File: config.mk
export PLATFORM = sky130hd
export DESIGN_NAME = tag_nesting_conflict_counter_top
export DESIGN_NICKNAME = d
export VERILOG_FILES = /design/src/tncc_pkg.sv /design/src/tag_nesting_conflict_counter_top.sv /design/src/tncc_cell.sv /design/src/tncc_ctrl.sv
export SDC_FILE = /design/constraint.sdc
export NUM_CORES = 2
export LEC_CHECK = 0
export BUFFER_PORTS_ARGS = -buffer_cell sky130_fd_sc_hd__clkbuf_2
export CORE_MARGIN = 2
export CORE_UTILIZATION = 38
export CTS_CLUSTER_SIZE = 24
export DETAILED_ROUTE_END_ITERATION = 10
export PLACE_DENSITY_LB_ADDON = 0.1
export SETUP_SLACK_MARGIN = 0.5
export SLEW_MARGIN = 20
export SYNTH_ARGS = -nofsm -noshare
export SYNTH_HDL_FRONTEND = slang
export SYNTH_HIERARCHICAL = 1
export SYNTH_SLANG_ARGS = --single-unit
File: constraint.sdc
create_clock -name clk_i -period 7.1 [get_ports clk_i]
set_input_delay 0.71 -clock clk_i [delete_from_list [all_inputs] [get_ports clk_i]]
set_output_delay 0.71 -clock clk_i [all_outputs]
set_load 0.01 [all_outputs]
File: src/tncc_pkg.sv
// ----------------------------------------------------------------------------
// Tag nesting conflict counter package
// Sizes, stack shift codes and shared types.
// ----------------------------------------------------------------------------
`default_nettype none

package tncc_pkg;

  localparam int unsigned StackDepth = 64;
  localparam int unsigned TagBits    = 16;
  localparam int unsigned CodeBits   = 16;
  localparam int unsigned CountBits  = 16;
  localparam int unsigned DepthBits  = $clog2(StackDepth + 1);

  typedef logic [TagBits-1:0]   tag_t;
  typedef logic [CountBits-1:0] count_t;
  typedef logic [DepthBits-1:0] depth_t;

  typedef enum logic [1:0] {
    OpHold = 2'd0,
    OpPush = 2'd1,
    OpPop1 = 2'd2,
    OpPop2 = 2'd3
  } stk_op_e;

endpackage

`default_nettype wire

File: src/tag_nesting_conflict_counter_top.sv
// ----------------------------------------------------------------------------
// Tag nesting conflict counter
// Checks tag nesting over a stream of tags and counts nesting conflicts.
// ----------------------------------------------------------------------------
// The block returns the result beat for each tag beat in the next cycle from
// an output register; the input stays ready while that register is empty or
// being drained, so the sustained rate is one beat per cycle unless the output
// stalls. The open-tag stack is a chain of StackDepth cells that shift one or
// two places per beat, so only the top two cells are ever compared, and the
// depth and count update in the same cycle. Stack contents need no clearing
// after reset; the block is ready as soon as reset is released.
`default_nettype none

module tag_nesting_conflict_counter_top
  import tncc_pkg::*;
(
  input  wire logic                 clk_i,
  input  wire logic                 rst_ni,
  input  wire logic                 s_axis_tvalid,
  output logic                      s_axis_tready,
  input  wire logic [CodeBits-1:0]  s_axis_tdata,  // [15:0] tag_code
  input  wire logic [1:0]           s_axis_tuser,  // [0] is_closing, [1] tag_valid
  input  wire logic                 s_axis_tlast,  // is_last
  output logic                      m_axis_tvalid,
  input  wire logic                 m_axis_tready,
  output logic [CountBits-1:0]      m_axis_tdata,  // [15:0] conflict_count
  output logic                      m_axis_tuser,  // [0] overflow
  output logic                      m_axis_tlast   // done_res
);

  tag_t    chain [StackDepth+2];
  stk_op_e op;

  tncc_ctrl u_ctrl (
    .clk_i         (clk_i),
    .rst_ni        (rst_ni),
    .s_axis_tvalid (s_axis_tvalid),
    .s_axis_tready (s_axis_tready),
    .s_axis_tdata  (s_axis_tdata),
    .s_axis_tuser  (s_axis_tuser),
    .s_axis_tlast  (s_axis_tlast),
    .m_axis_tvalid (m_axis_tvalid),
    .m_axis_tready (m_axis_tready),
    .m_axis_tdata  (m_axis_tdata),
    .m_axis_tuser  (m_axis_tuser),
    .m_axis_tlast  (m_axis_tlast),
    .top0_i        (chain[0]),
    .top1_i        (chain[1]),
    .op_o          (op)
  );

  assign chain[StackDepth]   = '0;
  assign chain[StackDepth+1] = '0;

  for (genvar i = 0; i < StackDepth; i++) begin : g_cell
    tag_t prev;
    if (i == 0) begin : g_top
      assign prev = s_axis_tdata[TagBits-1:0];
    end else begin : g_mid
      assign prev = chain[i-1];
    end
    tncc_cell u_cell (
      .clk_i   (clk_i),
      .op_i    (op),
      .prev_i  (prev),
      .next_i  (chain[i+1]),
      .next2_i (chain[i+2]),
      .entry_o (chain[i])
    );
  end

endmodule

`default_nettype wire

File: src/tncc_cell.sv
// ----------------------------------------------------------------------------
// Stack cell
// One entry of the shift stack; takes the entry above on a push and the
// entry one or two below on a pop.
// ----------------------------------------------------------------------------
`default_nettype none

module tncc_cell
  import tncc_pkg::*;
(
  input  wire logic    clk_i,
  input  wire stk_op_e op_i,
  input  wire tag_t    prev_i,
  input  wire tag_t    next_i,
  input  wire tag_t    next2_i,
  output tag_t         entry_o
);

  tag_t entry_q;
  tag_t entry_d;

  always_comb begin
    case (op_i)
      OpPush:  entry_d = prev_i;
      OpPop1:  entry_d = next_i;
      OpPop2:  entry_d = next2_i;
      default: entry_d = entry_q;
    endcase
  end

  always_ff @(posedge clk_i) begin
    entry_q <= entry_d;
  end

  assign entry_o = entry_q;

endmodule

`default_nettype wire

File: src/tncc_ctrl.sv
// ----------------------------------------------------------------------------
// Stack and count control
// Decodes each beat against the top two entries, keeps depth and the
// saturating count, and holds the result beat in an output register.
// ----------------------------------------------------------------------------
`default_nettype none

module tncc_ctrl
  import tncc_pkg::*;
(
  input  wire logic                clk_i,
  input  wire logic                rst_ni,
  input  wire logic                s_axis_tvalid,
  output logic                     s_axis_tready,
  input  wire logic [CodeBits-1:0] s_axis_tdata,
  input  wire logic [1:0]          s_axis_tuser,
  input  wire logic                s_axis_tlast,
  output logic                     m_axis_tvalid,
  input  wire logic                m_axis_tready,
  output logic [CountBits-1:0]     m_axis_tdata,
  output logic                     m_axis_tuser,
  output logic                     m_axis_tlast,
  input  wire tag_t                top0_i,
  input  wire tag_t                top1_i,
  output stk_op_e                  op_o
);

  localparam int unsigned SumBits = CountBits + 1;

  depth_t  depth_q;
  depth_t  depth_d;
  count_t  count_q;
  count_t  count_d;
  logic    out_valid_q;
  count_t  out_count_q;
  logic    out_last_q;
  logic    out_ovf_q;

  tag_t                 tag;
  logic                 closing;
  logic                 tag_valid;
  logic                 accept;
  logic                 inc;
  logic                 ovf;
  stk_op_e              op;
  depth_t               depth_n;
  logic [SumBits-1:0]   sum;
  count_t               sat;

  assign tag       = s_axis_tdata[TagBits-1:0];
  assign closing   = s_axis_tuser[0];
  assign tag_valid = s_axis_tuser[1];

  assign s_axis_tready = !out_valid_q || m_axis_tready;
  assign accept        = s_axis_tvalid && s_axis_tready;

  always_comb begin
    op      = OpHold;
    inc     = 1'b0;
    ovf     = 1'b0;
    depth_n = depth_q;
    if (tag_valid) begin
      if (closing) begin
        if (depth_q == '0) begin
          inc = 1'b1;
        end else if (top0_i == tag) begin
          op      = OpPop1;
          depth_n = depth_q - depth_t'(1);
        end else begin
          inc = 1'b1;
          if (depth_q > depth_t'(1) && top1_i == tag) begin
            op      = OpPop2;
            depth_n = depth_q - depth_t'(2);
          end
        end
      end else begin
        if (depth_q != depth_t'(StackDepth)) begin
          op      = OpPush;
          depth_n = depth_q + depth_t'(1);
        end else begin
          inc = 1'b1;
          ovf = 1'b1;
        end
      end
    end
  end

  // count + increment + final depth, saturated once
  assign sum = {1'b0, count_q} + SumBits'(inc)
             + (s_axis_tlast ? SumBits'(depth_n) : SumBits'(0));
  assign sat = sum[SumBits-1] ? '1 : sum[CountBits-1:0];

  assign depth_d = s_axis_tlast ? '0 : depth_n;
  assign count_d = s_axis_tlast ? '0 : sat;

  assign op_o = accept ? op : OpHold;

  always_ff @(posedge clk_i or negedge rst_ni) begin
    if (!rst_ni) begin
      depth_q     <= '0;
      count_q     <= '0;
      out_valid_q <= 1'b0;
    end else begin
      if (accept) begin
        depth_q     <= depth_d;
        count_q     <= count_d;
        out_valid_q <= 1'b1;
      end else if (m_axis_tready) begin
        out_valid_q <= 1'b0;
      end
    end
  end

  always_ff @(posedge clk_i) begin
    if (accept) begin
      out_count_q <= sat;
      out_last_q  <= s_axis_tlast;
      out_ovf_q   <= ovf;
    end
  end

  assign m_axis_tvalid = out_valid_q;
  assign m_axis_tdata  = out_count_q;
  assign m_axis_tuser  = out_ovf_q;
  assign m_axis_tlast  = out_last_q;

endmodule

`default_nettype wire

-- Word level (Yosys, flattened, before mapping)
Index checks and enable logic that the tools add are counted.
- flip-flop bits (word level): 1066
- word-level logic and storage cells: 181
- bitwise gates (word level): 1
- $add $sub $neg: 5
- multiplexer cells: 88
- reduce and logical (&&, ||, !) cells: 10
- magnitude comparators: 1
- eq/ne operators: 6
- operators with widths (operator ; number):
    16-bit case mux with 3 select lines ; 63
    7-bit 2-to-1 mux ; 8
    16-bit == test ; 2
    16-bit 2-to-1 mux ; 2
    16-bit case mux with 2 select lines ; 1
    16-bit by 1-bit adder with 17-bit output ; 1
    17-bit adder ; 1
    2-bit 2-to-1 mux ; 6
    1-bit 2-to-1 mux ; 8
    7-bit by 1-bit adder with 7-bit output, second input constant ; 1
    7-bit by 1-bit > comparator with 1-bit output, second input constant ; 1
    7-bit zero test ; 1
    7-bit inequality test, second input constant ; 1
    7-bit by 1-bit subtractor with 7-bit output, second input constant ; 1
    7-bit by 2-bit subtractor with 7-bit output, second input constant ; 1
    2-bit == test, second input constant ; 2
    2-bit nonzero test ; 2
    2-bit OR reduction ; 2
    3-bit nonzero test ; 1
    2-bit by 1-bit == test with 1-bit output, second input constant ; 1
    1-bit logical AND ; 2
    1-bit zero test ; 1
    1-bit logical OR ; 1
    1-bit inverter ; 1

-- Depth between registers and ports, before layout
- word-level depth: 11
- mapped depth: 20

-- Hierarchy
The synthesis kept the hierarchy.
- modules (own cells, without submodules) (module ; cells each ; seq. area each (um2) ; area each (um2) ; times used):
    tncc_cell ; 71 ; 480.5 ; 839.6 ; 64
    tncc_ctrl ; 341 ; 1141.1 ; 3106.7 ; 1
    tag_nesting_conflict_counter_top ; 1 ; 0.0 ; 3.8 ; 1

-- Worst setup path before layout
Ideal clock, no wire load.
- kind: input to register
- start: input port s_axis_tdata[5]
- end: register g_cell[0].u_cell.entry_q[0] (enable)
- stages on the path: 8
- arrival time: 6711 ps
- path buffers: 2
- library setup time: 334 ps
- slack: 56 ps
- cells stage by stage: xnor2_1 nand4_1 or4_1 buf_4 o21ai_0 nor4b_1 clkbuf_1 or2_2
- cells in the longest elaborated chain, start to end: 10
- elaborated cells between the ends (all ways): 13
- those cells by class: eq/ne (5); mux (6); reduce/logical (2)
- ends and longest elaborated chain (element ; line ; text):
    from (decl) ; tag_nesting_conflict_counter_top.sv:21 ; input wire logic [CodeBits-1:0] s_axis_tdata,
    16-bit == test ; tncc_ctrl.sv:71 ; if (depth_q > depth_t'(1) && top1_i == tag) begin
    1-bit logical AND ; tncc_ctrl.sv:71 ;
    2-bit 2-to-1 mux ; tncc_ctrl.sv:71 ;
    2-bit 2-to-1 mux * ; tncc_ctrl.sv:66 ; end else if (top0_i == tag) begin
    2-bit 2-to-1 mux * ; tncc_ctrl.sv:64 ; if (depth_q == '0) begin
    2-bit 2-to-1 mux * ; tncc_ctrl.sv:63 ; if (closing) begin
    2-bit 2-to-1 mux * ; tncc_ctrl.sv:62 ; if (tag_valid) begin
    2-bit 2-to-1 mux * ; tncc_ctrl.sv:96 ; assign op_o = accept ? op : OpHold;
    net op[1] ; tag_nesting_conflict_counter_top.sv:32 ; stk_op_e op;
    2-bit by 1-bit == test with 1-bit output / 2-bit == test (equally long branches) ; tncc_cell.sv:23 ; case (op_i)
    3-bit nonzero test (no line) * ; -- ;
    to (signal assigned) ; tncc_cell.sv:32 ; entry_q <= entry_d;
    to (decl) ; tncc_cell.sv:19 ; tag_t entry_q;
The timed path passes the listed nets; every way through them passes the cells marked *.
A chain may end at the register's enable or synchronous reset.

-- Worst setup path in the final report
- start: register g_cell[0].u_cell.entry_q[6]
- end: register u_ctrl.count_q[7]
- cells in the longest elaborated chain, start to end: 9
- elaborated cells between the ends (all ways): 14
- those cells by class: add/sub (2); eq/ne (1); mux (11)
- ends and longest elaborated chain (element ; line ; text):
    16-bit == test * ; tncc_ctrl.sv:66 ;
    1-bit 2-to-1 mux / 7-bit 2-to-1 mux (equally long branches) ; tncc_ctrl.sv:66 ;
    1-bit 2-to-1 mux / 7-bit 2-to-1 mux (equally long branches) ; tncc_ctrl.sv:64 ;
    1-bit 2-to-1 mux / 7-bit 2-to-1 mux (equally long branches) ; tncc_ctrl.sv:63 ;
    1-bit 2-to-1 mux / 7-bit 2-to-1 mux (equally long branches) ; tncc_ctrl.sv:62 ;
    16-bit by 1-bit adder with 17-bit output / 7-bit 2-to-1 mux (equally long branches) ; tncc_ctrl.sv:89, tncc_ctrl.sv:90 ;
    17-bit adder * ; tncc_ctrl.sv:90 ; + (s_axis_tlast ? SumBits'(depth_n) : SumBits'(0));
    16-bit 2-to-1 mux * ; tncc_ctrl.sv:91 ; assign sat = sum[SumBits-1] ? '1 : sum[CountBits-1:0];
    16-bit 2-to-1 mux * ; tncc_ctrl.sv:94 ; assign count_d = s_axis_tlast ? '0 : sat;
    to (signal assigned) ; tncc_ctrl.sv:106 ; count_q <= count_d;
    to (decl) ; tncc_ctrl.sv:32 ; count_t count_q;
Mark *: on every way between the ends. The rest lies on a longest branch, timed or not.

==> flow_summary.toml <==
[outcome]
outcome = "finished, final reports clean"

[floorplanning]
die_y_um = 390.8
rows = 141
io_pins = 43
dieArea_um2 = 152700
die_w_um = 390.8
coreArea_um2 = 148200
initial_core_util_pct = 38.36

[synthesis]
async_flop_share_pct = 2.251
netlist_instances = 4886
synthDistinctLibCells = 61
synthFlopType = "edfxtp_1"
ys_seq_elements = 1066
ys_warn_count = 6
synth_edf_count = 1042
ys_seq_area_share_pct = 56.10
syn_area_per_cell_um2 = 11.63
syn_area_um2 = 56840

[worst_setup_path]
crit_arrival_ns = 5.58
reg2reg_slack_ns = 2.17
worstReg2RegStart = "g_cell[0].u_cell/entry_o[6]$_DFFE_PP_"
worstPathRequired_ns = 7.74
rr_endpoint = "u_ctrl/count_q[7]$_DFFE_PN0P_"
startpoint = "g_cell[0].u_cell/entry_o[6]$_DFFE_PP_"
cp-start-kind = "flip-flop"
max_stage_delay_ns = 0.75
path_cells = "xnor2_1 -> nand4_1 -> or4_1 -> o21ai_0 -> nand2_1 -> xnor2_1 -> nand2_1 -> fa_1 -> inv_1 -> fa_1 -> a21o_1 -> a21oi_1 -> o21ai_0 -> and2_1 -> nand4_1 -> a31o_2 -> a21oi_1"
critPathKind = "reg -> reg"
crit_path_max_fanout = 19
path_buf_inv = 1
worstRegToRegCells = 17
cp_slowest_cell = "or4_1"
cp-end-kind = "flip-flop"
cp_top_family = "simple AND/OR/NAND/NOR gates"

[detailed_routing]
wirelength_um = 134700
detail_route.wl_per_cell_um = 19.83
drtPass1Iterations = 5
ant_nets = 0
drt_iter0_drc = 2370
vias = 36530
drc = 0
post_drt_via_cell_ratio = 5.377

[placement]
io_buffer_count = 42
routabilityCongestion = 0.8224
placedCellCount = 6572
dp_hpwl_um = 90530

[finish]
most-common-layout-cells = "a21oi_1 (1043), edfxtp_1 (1042), nor2_1 (1040)"
n_antenna_cell = 0
final_common_cell = "a21oi_1"
drive_above_1_share_pct = 7.321
layout.cells.non_filler = 6793
finalNetCount = 4803
syn2layout_area_growth_pct = 7.033

[global_routing]
grt_start_max_net_pins = 230
antenna_found_initial = 0
gr-total-overflow = 0
grt_use_total_pct = 17.29
grt_pass1_wl_um = 213000
first_global_vias = 38320

[timing]
finalHoldViolations = 0
rsz0062_at_grt = "false"
fmax_mhz = 202.8
timing.setup.tns_ns = 0
slew_viol_final = 0
clock_skew_ns = 0.02420
slew_headroom_pct = 30.58
fin_crit_sh_pct = 69.46
tightest_slew_ns = 1.041
setup-violations-final = 0
min_period_ns = 4.931

[hold_path]
min_path_cells = 2
min_to = "u_ctrl/m_axis_tvalid$_DFFE_PN0P_"
min_from = "s_axis_tvalid"
hp-class = "in -> reg"

[clock_tree]
clockBufferDepth = 3
cts_sinks = 1066
clkLatencyLatePin_ns = 0.74
h-tree-depth = 3
post_cts_buffers = 0
postCtsResizedCells = 0
cts_tree = "done"
clkSlewWorstSetupHoldPaths_ns = 0.06
cts_buffers = 121
cts-root-buf = "clkbuf_16"

[flow_run]
max_cap_violations = 0

[power_and_ir_drop]
p_per_area_nw_per_um2 = 232.3
peakVddDrop_mv = 0.2106
leakagePower_nw = 19.47
## synth_stat cells (all sizes together), types with 3 or more instances
library cell / number / area (µm²)
and2: 4 / 25.02
a22o: 8 / 70.07
ha: 12 / 150.1
edfxtp: 1042 / 31290
dfrtp: 24 / 600.6
o41ai: 3 / 26.28
nand3: 11 / 55.05
xnor2: 22 / 192.7
mux2i: 1027 / 10280
and3: 9 / 56.30
nor4: 10 / 68.81
buf: 324 / 3146
or2: 65 / 406.6
nand2: 36 / 135.1
o31ai: 5 / 37.54
nand2b: 4 / 25.02
nor2: 1041 / 3908
a21oi: 1044 / 5229
nand4: 10 / 62.56
a31oi: 10 / 62.56
xor2: 21 / 183.9
o21ai: 16 / 80.08
clkbuf: 81 / 304.0
nor3: 9 / 45.04
inv: 11 / 41.29
## timing repair
action	in CTS	in global routing
hold endpoints to repair	24	0
setup endpoints to repair	0	0
hold buffers	1	0
## sequential cells by signal, summed over array words and instances, names as in the netlist
register and count:
u_ctrl/count_q 16, u_ctrl/depth_q 7, u_ctrl/m_axis_tlast 1, u_ctrl/m_axis_tdata 16, u_ctrl/m_axis_tvalid 1, u_ctrl/m_axis_tuser 1, g_cell.u_cell/entry_o 1024
## kinds of logic (layout without fill, tap and decap cells)
| logic type | count (synthesis) | in the layout | synth area share [%] |
|---|---|---|---|
| xor+xnor | 43 | 43 | 0.6626 |
| buf+inv | 416 | 346 | 6.141 |
| simple gates | 1210 | 1210 | 8.576 |
| fa+ha+maj | 14 | 14 | 0.3346 |
| flops | 1066 | 1066 | 56.10 |
| other cells | 1 | 48 | 0.006597 |
| mux | 1029 | 1029 | 18.13 |
| compound gates | 1107 | 1107 | 10.04 |
## power by group
| part | total [mW] | internal, mW | leakage, nW | switching, mW |
|---|---|---|---|---|
| clock | 6.08 | 3.47 | 1.86 | 2.62 |
| combinational | 0.830 | 0.327 | 7.77 | 0.503 |
| sequential | 7.22 | 7.07 | 9.83 | 0.147 |
## cell type report
type                            count  area (µm²)
Clock buffer                      142        3149
Multi-Input combinational cell   3451       21660
Sequential cell                  1066       31890
Inverter                           11       41.29
Tap cell                         1930        2415
Timing Repair Buffer              115        1061
Fill cell                       14590       87350
Clock inverter                     78       623.1
## how the worst max path moves through the flow
stage,endpoint,cells past startpoint
5_1_grt,u_ctrl/count_q[7]$_DFFE_PN0P_,17
6_report,u_ctrl/count_q[7]$_DFFE_PN0P_,17
3_5_place_dp,u_ctrl/count_q[7]$_DFFE_PN0P_,18
4_1_cts,u_ctrl/count_q[7]$_DFFE_PN0P_,17
2_1_floorplan,g_cell[0].u_cell/entry_o[0]$_DFFE_PP_,9
3_3_place_gp,u_ctrl/count_q[7]$_DFFE_PN0P_,18
## metal layers
| metal | vias to the layer above | wire length, µm | GRT usage (%) |
|---|---|---|---|
| met5 | - | 0 | 0 |
| met4 | 0 | 3637 | 4.977 |
| met3 | 194 | 3797 | 2.391 |
| met2 | 467 | 68850 | 30.85 |
| met1 | 18280 | 58390 | 21.69 |
| li1 | 17590 | - | - |
## per-stage QoR
| step | utilization [%] | cell area [µm²] | power [mW] | hold WS [ns] | setup slack [ns] |
|---|---|---|---|---|---|
| after CTS | 41.05 | 60840 | 14.35 | 0.1311 | 2.157 |
| after detailed placement | 38.50 | 57060 | 8.191 | 0.4939 | 1.750 |
| after global routing | 41.05 | 60840 | 14.65 | 0.1760 | 1.641 |
| after global placement | 38.49 | 57040 | 8.186 | 0.4944 | 1.541 |
| after floorplan | - | 57030 | 7.987 | 0.4144 | 1.961 |
| final | 41.05 | 60840 | 14.13 | 0.2005 | 2.169 |
Note: power is estimated with default switching activity, not from simulation.
